===== config.mk =====
export PLATFORM = sky130hd
export DESIGN_NAME = sorted_priority_queue
export DESIGN_NICKNAME = d
export VERILOG_FILES = /design/src/sv/sprq_pkg.sv /design/src/sv/sprq_cell.sv /design/src/sv/sorted_priority_queue.sv
export SDC_FILE = /design/constraint.sdc
export NUM_CORES = 2
export LEC_CHECK = 0
export ABC_AREA = 1
export BUFFER_PORTS_ARGS = -buffer_cell sky130_fd_sc_hd__buf_2
export CAP_MARGIN = 0
export CORE_ASPECT_RATIO = 1.2
export CORE_MARGIN = 5
export CORE_UTILIZATION = 30
export CTS_CLUSTER_SIZE = 30
export DETAILED_ROUTE_END_ITERATION = 8
export HOLD_SLACK_MARGIN = 0.15
export PLACE_DENSITY = 0.52
export SLEW_MARGIN = 20
export SYNTH_ARGS = -nofsm -noshare
export SYNTH_HDL_FRONTEND = slang
export SYNTH_SLANG_ARGS = --single-unit

===== constraint.sdc =====
create_clock -name i_clk -period 6.3 [get_ports i_clk]
set_clock_uncertainty 0.05 [all_clocks]
set_input_delay 0.63 -clock i_clk [delete_from_list [all_inputs] [get_ports i_clk]]
set_output_delay 0.63 -clock i_clk [all_outputs]
set_load 0.05 [all_outputs]

===== src/sv/sprq_pkg.sv =====
// Shared types and codes for the sorted priority queue.
`timescale 1ns / 1ps
`default_nettype none

package sprq_pkg;

    // Stored word type
    typedef logic signed [31:0] t_word;

    // Operation codes carried in the low bits of the input word
    localparam logic [1:0] MODE_PUSH = 2'd0;
    localparam logic [1:0] MODE_POP  = 2'd1;
    localparam logic [1:0] MODE_PEEK = 2'd2;

    // Result status codes
    localparam logic [1:0] ST_OK    = 2'd0;
    localparam logic [1:0] ST_FULL  = 2'd1;
    localparam logic [1:0] ST_EMPTY = 2'd2;

    // Payload widths on the stream ports (fields packed, padded to bytes)
    localparam int S_TDATA_W = 40;
    localparam int M_TDATA_W = 40;

    // Broadcast control from the queue controller to every cell
    typedef struct packed {
        logic  push_en;
        logic  pop_en;
        t_word value;
    } t_cell_ctl;

endpackage

`default_nettype wire


===== src/sv/sprq_cell.sv =====
// One compare-and-shift cell of the sorted queue row.
`timescale 1ns / 1ps
`default_nettype none

module sprq_cell
    import sprq_pkg::*;
(
    input  wire logic      i_clk,
    input  wire t_cell_ctl i_ctl,
    input  wire logic      i_valid,       // this cell holds a live entry
    input  wire t_word     i_left_value,  // neighbor toward the head
    input  wire logic      i_left_gt,     // left neighbor is live and > push value
    input  wire t_word     i_right_value, // neighbor toward the tail
    output t_word          o_value,
    output logic           o_gt
);

    t_word r_value;
    t_word n_value;
    logic  w_own_gt;

    // strict compare keeps equal entries ahead of the new one
    assign w_own_gt = (!i_valid) || (r_value > i_ctl.value);
    assign o_gt     = i_valid && (r_value > i_ctl.value);
    assign o_value  = r_value;

    always_comb begin
        priority if (i_ctl.push_en) begin
            priority if (i_left_gt) begin
                n_value = i_left_value;
            end else if (w_own_gt) begin
                n_value = i_ctl.value;
            end else begin
                n_value = r_value;
            end
        end else if (i_ctl.pop_en) begin
            n_value = i_right_value;
        end else begin
            n_value = r_value;
        end
    end

    always_ff @(posedge i_clk) begin
        r_value <= n_value;
    end

endmodule

`default_nettype wire


===== src/sv/sorted_priority_queue.sv =====
// Top level of the min-first sorted priority queue.
`timescale 1ns / 1ps
`default_nettype none

// Min-first priority queue of signed 32-bit values held in ascending order
// in a row of DEPTH compare-and-shift cells. Each input word carries an
// operation: push inserts the value at its sorted place (after equal
// values), pop removes and returns the smallest, peek returns it without
// removing it. Every operation gives exactly one result word with the
// value (zero unless a pop or peek succeeded), a status (ok, push dropped
// because full, pop/peek on empty), the entry count after the operation
// and an empty flag. Unused mode 3 is a no-op reporting status ok.
// Throughput is one word per clock while the output is not stalled: all
// cells compare against the pushed value and shift toward their neighbor
// in the same edge. The result is registered and appears in the cycle
// after the input word is accepted; a new word is accepted whenever the
// result register is empty or being drained in that cycle. Reset clears
// count and output valid; cell contents beyond the count are never read.
module sorted_priority_queue
    import sprq_pkg::*;
#(
    parameter int DEPTH = 16
)
(
    input  wire logic                 i_clk,
    input  wire logic                 i_rst_n,
    // slave side
    input  wire logic                 s_tvalid,
    output logic                      s_tready,
    input  wire logic [S_TDATA_W-1:0] s_tdata,   // mode[1:0], value[33:2], zero pad
    // master side
    output logic                      m_tvalid,
    input  wire logic                 m_tready,
    output logic [M_TDATA_W-1:0]      m_tdata    // out_value[31:0], status[33:32],
                                                 // count[38:34], is_empty[39]
);

    localparam int CW = $clog2(DEPTH + 1);

    // Input word fields
    logic [1:0] w_mode;
    t_word      w_in_value;
    logic       w_accept;

    assign w_mode     = s_tdata[1:0];
    assign w_in_value = s_tdata[33:2];

    // Occupancy
    logic [CW-1:0] r_count;
    logic [CW-1:0] n_count;
    logic          w_full;
    logic          w_empty;

    assign w_full  = (r_count == CW'(DEPTH));
    assign w_empty = (r_count == '0);

    // Output register
    logic                 r_m_tvalid;
    logic [M_TDATA_W-1:0] r_m_tdata;
    logic [M_TDATA_W-1:0] n_m_tdata;

    assign s_tready = (!r_m_tvalid) || m_tready;
    assign w_accept = s_tvalid && s_tready;
    assign m_tvalid = r_m_tvalid;
    assign m_tdata  = r_m_tdata;

    // Cell row
    t_cell_ctl w_ctl;
    t_word     w_cell_value [DEPTH];
    logic      w_cell_gt    [DEPTH];

    // Result fields for the word being accepted
    t_word      w_res_value;
    logic [1:0] w_res_status;

    always_comb begin
        w_ctl.push_en = 1'b0;
        w_ctl.pop_en  = 1'b0;
        w_ctl.value   = w_in_value;
        w_res_value   = '0;
        w_res_status  = ST_OK;
        n_count       = r_count;
        if (w_accept) begin
            unique case (w_mode)
                MODE_PUSH: begin
                    if (w_full) begin
                        w_res_status = ST_FULL;
                    end else begin
                        w_ctl.push_en = 1'b1;
                        n_count       = r_count + CW'(1);
                    end
                end
                MODE_POP: begin
                    if (w_empty) begin
                        w_res_status = ST_EMPTY;
                    end else begin
                        w_ctl.pop_en = 1'b1;
                        w_res_value  = w_cell_value[0];
                        n_count      = r_count - CW'(1);
                    end
                end
                MODE_PEEK: begin
                    if (w_empty) begin
                        w_res_status = ST_EMPTY;
                    end else begin
                        w_res_value = w_cell_value[0];
                    end
                end
                default: begin
                    // unused code: no-op
                end
            endcase
        end
    end

    // Pack result word; count reported in 5 bits
    always_comb begin
        n_m_tdata        = '0;
        n_m_tdata[31:0]  = w_res_value;
        n_m_tdata[33:32] = w_res_status;
        n_m_tdata[38:34] = 5'(n_count);
        n_m_tdata[39]    = (n_count == '0);
    end

    genvar gi;
    generate
        for (gi = 0; gi < DEPTH; gi++) begin : g_cell
            t_word w_left;
            logic  w_left_gt;
            t_word w_right;
            if (gi == 0) begin : g_head
                assign w_left    = '0;
                assign w_left_gt = 1'b0;
            end else begin : g_mid
                assign w_left    = w_cell_value[gi-1];
                assign w_left_gt = w_cell_gt[gi-1];
            end
            if (gi == DEPTH - 1) begin : g_tail
                assign w_right = w_cell_value[gi];
            end else begin : g_body
                assign w_right = w_cell_value[gi+1];
            end
            sprq_cell u_cell (
                .i_clk         (i_clk),
                .i_ctl         (w_ctl),
                .i_valid       (CW'(gi) < r_count),
                .i_left_value  (w_left),
                .i_left_gt     (w_left_gt),
                .i_right_value (w_right),
                .o_value       (w_cell_value[gi]),
                .o_gt          (w_cell_gt[gi])
            );
        end
    endgenerate

    always_ff @(posedge i_clk) begin
        if (!i_rst_n) begin
            r_count    <= '0;
            r_m_tvalid <= 1'b0;
        end else begin
            r_count <= n_count;
            if (w_accept) begin
                r_m_tvalid <= 1'b1;
            end else if (m_tready) begin
                r_m_tvalid <= 1'b0;
            end
        end
    end

    // payload register, no reset needed
    always_ff @(posedge i_clk) begin
        if (w_accept) begin
            r_m_tdata <= n_m_tdata;
        end
    end

endmodule

`default_nettype wire


After elaboration in Yosys (flattened, before gate mapping):

Index checks and enable logic that the tools add are counted.

* add/subtract/negate cells: 2
* $mul: 0
* div/mod/pow operators: 0
* $lt $le $gt $ge: 32
* equal/unequal tests: 18
* shift-type cells: 0
* mux-type cells: 75
* bitwise gates (word level): 1
* reductions and logical operators: 74

Operators by type and width (count)
* 2-to-1 mux 32 bit: 61
* > comparator 32 bit: 16
* less-than comparator 4 x 5 -> 1 bit, first input constant: 8
* inequality test 3 x 1 -> 1 bit, second input constant: 13
* AND reduction 2 bit: 16
* less-than comparator 3 x 5 -> 1 bit, first input constant: 4
* logical NOT 1 bit: 17
* logical OR 1 bit: 17
* logical AND 1 bit: 16
* 2-to-1 mux 5 bit: 3
* logical NOT 5 bit: 2
* less-than comparator 1 x 5 -> 1 bit, first input constant: 2
* less-than comparator 2 x 5 -> 1 bit, first input constant: 2
* one-hot mux 5 bit (2 select lines): 1
* 2-to-1 mux 1 bit: 7
* nonzero test 2 bit: 3
* adder 5 x 1 -> 5 bit, second input constant: 1
* equality test 5 bit, second input constant: 1
* subtractor 5 x 1 -> 5 bit, second input constant: 1
* 2-to-1 mux 2 bit: 2
* one-hot mux 2 bit (2 select lines): 1
* OR reduction 2 bit: 2
* inequality test 3 x 2 -> 1 bit, second input constant: 1
* equality test 2 x 1 -> 1 bit, second input constant: 1
* 4 further kinds: 4

* flip-flop bits (word level): 558
* bits in latches: 0
* bits in writable memories: 0
* bits in read-only memories: 0
* input port bits: 44
* output and inout bits: 42
* logic and storage cells: 222
* memories: 0

Longest topological paths before layout:

* depth in word-level cells: 6
* depth in mapped cells: 20
* mapped depth without buffers: 19

Cells and area by module:

Synthesis repeated with hierarchy kept, for this count alone.

* cell total of the unflattened synthesis: 5389
* area total of the unflattened synthesis: 42238.0 sq um

Modules (own cells, without submodules)
* sprq_cell: times used 16, cells an instance 322, area an instance 2501.1 sq um, seq. area each 960.9 sq um
* sorted_priority_queue: times used 1, cells an instance 237, area an instance 2219.6 sq um, seq. area each 1321.3 sq um

Least setup slack after synthesis:

OpenSTA, ideal clock, no wires.

* kind: input -> register
* start: input s_tdata[21]
* end: register g_cell[10].u_cell.r_value[0] (enable)
* library setup time: 441 ps
* arrival: 4524 ps
* required time: 5809 ps
* slack: 1285 ps
* cell stages on the path: 13
* buffers on the path: 2
* cells stage by stage: inv_1 clkbuf_1 ha_1 a21oi_1 o21ai_0 nand2_1 nand2_1 a21oi_1 nand3b_1 nand2_1 buf_2 nand2_1 a31oi_1

* cells in the longest elaborated chain, start to end: 4
* elaborated cells on any way between the ends: 6

RTL lines
* from (decl): RTL line sorted_priority_queue.sv:30 `input wire logic [S_TDATA_W-1:0] s_tdata,`
* > comparator 32 bit (on tied branches): RTL line sprq_cell.sv:23, sprq_cell.sv:24
* logical OR 1 bit or logical AND 1 bit (tied branches): RTL line sprq_cell.sv:23, sprq_cell.sv:24
* inequality test 3 x 1 -> 1 bit (no line) (*)
* AND reduction 2 bit (no line) (*)
* to (signal assigned): RTL line sprq_cell.sv:44 `r_value <= n_value;`
* to (decl): RTL line sprq_cell.sv:18 `t_word r_value;`

Mark *: on every way between the ends. The rest lies on a longest branch, timed or not.
A chain may end at the register's enable or synchronous reset.

Worst setup path after layout:

* start: input s_tdata[29]
* end: register g_cell[15].u_cell.r_value[27] (enable)

* cells in the longest elaborated chain, start to end: 4
* elaborated cells on any way between the ends: 6

RTL lines (RTL line)
* > comparator 32 bit (on tied branches)
* logical AND 1 bit or logical OR 1 bit (tied branches): sprq_cell.sv:24, sprq_cell.sv:23
* nonzero test 2 bit (no line) (*)
* AND reduction 2 bit (no line) (*)
* to (signal assigned): sprq_cell.sv:44
* to (decl): sprq_cell.sv:18

Marks and branches as above.

==> flow_summary.rst <==
.. list-table::
   :header-rows: 1

   * - Metric
     - Value
   * - Run status
     - finished clean
   * - Worst setup EP type
     - register
   * - Gate power share
     - 0.224
   * - Net switching power of the design
     - between 3 and 4 mW
   * - Antenna violations before repair
     - 6
   * - Post-synthesis sequential element count
     - between 500 and 600
   * - Starting DRC count in detailed routing
     - 2892
   * - Slew headroom
     - 0.241
   * - R2r setup slk
     - 1.91 ns
   * - Number of buffer cells added on primary ports
     - 79
   * - DIE AREA
     - between 150000 and 200000 um^2
   * - Most frequent cells in the layout
     - nand2_1, inv_1, nand3_1
   * - Portion of total power attributed to the clock network
     - 0.375
   * - Most common cell after layout, fill and taps aside
     - nand2_1
   * - Routability congestion estimate from global placement
     - 0.859
   * - Max-cap viol count
     - 0
   * - Number of design rule violations left after detail routing
     - 0
   * - Netlist area before placement
     - between 40000 and 50000 um^2
   * - 1st-pass router iterations
     - 6
   * - Overall die width
     - 357 um
   * - Final critical-path share of the clock period
     - 0.708
   * - Max FO, Critical Path
     - 18
   * - Primary FF master, synth
     - edfxtp_1
   * - Clock buffer depth
     - 3
   * - Ratio of total power to cell area
     - 233 nW/um^2
   * - Sequential fraction of the synthesis area
     - 0.384
   * - Number of hold violations in the final report
     - 0
   * - Synthesized area per cell
     - 7.59 um^2
   * - Post-CTS setup buffer count
     - 0
   * - Min-delay worst type
     - in -> reg
   * - WP data arrival
     - 4.77 ns
   * - Gr usage total
     - 0.180
   * - Area of the core
     - 145000 um^2
   * - Count of unique library cells instantiated by Yosys
     - 39
   * - Largest net degree at the start of global routing
     - around 150
   * - TritonCTS clock tree
     - yes
   * - Post-synthesis instance total
     - around 5700
   * - Layout Nets
     - 6269
   * - Vias after detailed routing
     - 37700
   * - Final count of pins violating max slew
     - 0
   * - Post-detail-place hpwl
     - 105000 um
   * - Number of clock sinks seen by CTS
     - 558
   * - Final Setup Violations
     - 0
   * - Async set-or-reset flop fraction in the synthesized netlist
     - 0
   * - DR WL/cell
     - ~18 um
   * - GRT overflow
     - 0
   * - Worst Tran Pin Value
     - about 1.1 ns
   * - Worst Slack Setup Final
     - roughly 1.8 ns
   * - Post-Synthesis Net Count
     - about 6300
   * - P_int
     - roughly 7.7 mW
   * - Leak pwr
     - between 20 and 25 nW
   * - TritonCTS buffer count
     - 74
   * - Number of warnings issued by yosys
     - 0
   * - DRT antenna net count
     - 0
   * - Dpl ws
     - 1.14 ns
   * - Htree depth
     - 3
   * - Top-level I/O count
     - 86
   * - Clk Tree Root Cell
     - clkbuf_16
   * - Starting density of the core
     - 0.301
   * - Layout-stage area growth over the synthesis result
     - 11.8%
   * - Startpoint Class
     - input port
   * - Worst hold slack
     - 0.247 ns
   * - Clock edge transition at the registers on the reported setup and hold paths
     - around 0.06 ns
   * - Switching power as a share of total power
     - 0.324
   * - Ranking of synthesized cells by area
     - edfxtp_1, nand2_1, ha_1
   * - Per-cell via count in the routed design
     - 4.89
   * - Clock latency at the later pin of the worst-skew pair
     - 0.63 ns
   * - Library cell occupying the most area in the post-synthesis netlist
     - edfxtp_1
   * - First-pass GRT wire length
     - 217000 um
   * - Highest clock rate
     - 224 MHz
   * - Resized cells post-CTS
     - 0
   * - Number of enable flip-flop cells after synthesis
     - 552
   * - Final critical delay including setup and external delays
     - approximately 4.5 ns
   * - Number of buffers inserted for hold repair after clock tree synthesis
     - 0
   * - Setup TNS Final
     - 0 ns
   * - Setup repair after global routing missed its margin
     - false
   * - # rows
     - ~150
   * - Relative contribution of sequential cells to total power
     - 0.401
   * - Share of cells above drive strength 1
     - 0.0640
   * - Required @ worst endpoint
     - 6.61 ns
   * - Category of the most critical setup path
     - in -> reg
   * - Vert. Die Dim
     - ~430 um
   * - Wirelength, routed
     - 140000 um
   * - Worst IR drop on VDD
     - 0.229 mV
   * - Number of global-route vias before repair
     - 37700
   * - Top-area cell type share of the netlist area
     - 0.381
metal layers:
layer	part of all wire	track usage	vias up	wire length, um
li1	-	-	19200	-
met1	0.43	0.230	17300	60700
met2	0.48	0.315	939	67400
met3	0.054	0.0241	215	7590
met4	0.031	0.0539	4	4270
met5	0.00015	0	-	21
through the flow:
| step | std cells | cell area (um^2) | util | power, mW |
|---|---|---|---|---|
| after detailed placement | 7566 | 46200 | 0.320 | 7.17 |
| after CTS | 7698 | 48600 | 0.336 | 11.5 |
| after global placement | 7565 | 46200 | 0.319 | 7.12 |
| after global routing | 7700 | 48600 | 0.336 | 12.0 |
| after floorplan | 5726 | 43500 | - | 6.36 |
| final | 7705 | 48600 | 0.336 | 11.4 |
final timing paths:
| path | startpoint | end | cells after the start |
|---|---|---|---|
| max | s_tdata[29] | g_cell[15].u_cell.o_value[27] | 13 |
| min reg2reg | m_tvalid | m_tvalid | 2 |
| max reg2reg | r_count[0] | g_cell[0].u_cell.o_value[5] | 11 |
| min | m_tready | m_tvalid | 4 |
logic make-up after synthesis:
group	share of synthesized area
adder cells (fa/ha/maj)	0.149
flip-flops	0.384
AND/OR/NAND/NOR	0.322
AO/OA/AOI/OAI	0.0552
XOR/XNOR	0.000202
buffers and inverters	0.0891
synth_stat cells (2+ instances only):
master    count
nand2_1    1986
inv_1       669
nand3_1     611
edfxtp_1    552
ha_1        518
nand4_1     365
a21oi_1     257
nor2_1      207
clkbuf_1    140
buf_2       139
o21ai_0     104
o21a_1       31
o21ai_1      25
buf_1        23
a21o_1       14
nand3_2       9
nor3_1        9
inv_2         7
nand3b_1      7
a31oi_1       6
dfxtp_1       6
nor2_2        6
and2_1        4
buf_4         4
nand2_2       4
nor4_2        4
o211ai_1      3
a22oi_1       2
nand4_2       2
nand4_4       2
nor4_1        2
critical path, stage by stage:
cell and delay, ns:
buf_2 0.23, inv_1 0.28, ha_1 0.39, nand2_1 0.07
nor2_1 0.21, nand2_1 0.16, nor4_1 0.88, nand4_1 0.31
nand3_1 0.20, nand3_1 0.09, nand2_1 0.07, clkinv_1 0.75
buf_4 0.50
cell type report:
cell class                 instances  area [um^2]
fill                           15400        95900
multi-input combinational       4186        23100
sequential                       558        16700
inverter                         676         2540
tap                             1937         2420
clock buffer                      94         2000
timing repair buffer             211         1510
clock inverter                    38          354
antenna                            5         12.5
state kept, by name, summed over array words and instances (netlist names):
register               cells
m_tvalid                   1
m_tdata                   40
g_cell.u_cell.o_value    512
r_count                    5
power by group through the flow:
stage | Clock (mW) | Combinational (mW) | Sequential (mW)
floorplan | 0 | 1.69 | 4.67
global placement | 0 | 2.50 | 4.62
detailed placement | 0 | 2.55 | 4.62
CTS | 4.39 | 2.56 | 4.55
global route | 4.53 | 2.87 | 4.57
finish | 4.26 | 2.55 | 4.55
No activity file was read; power rests on OpenSTA's default activity.
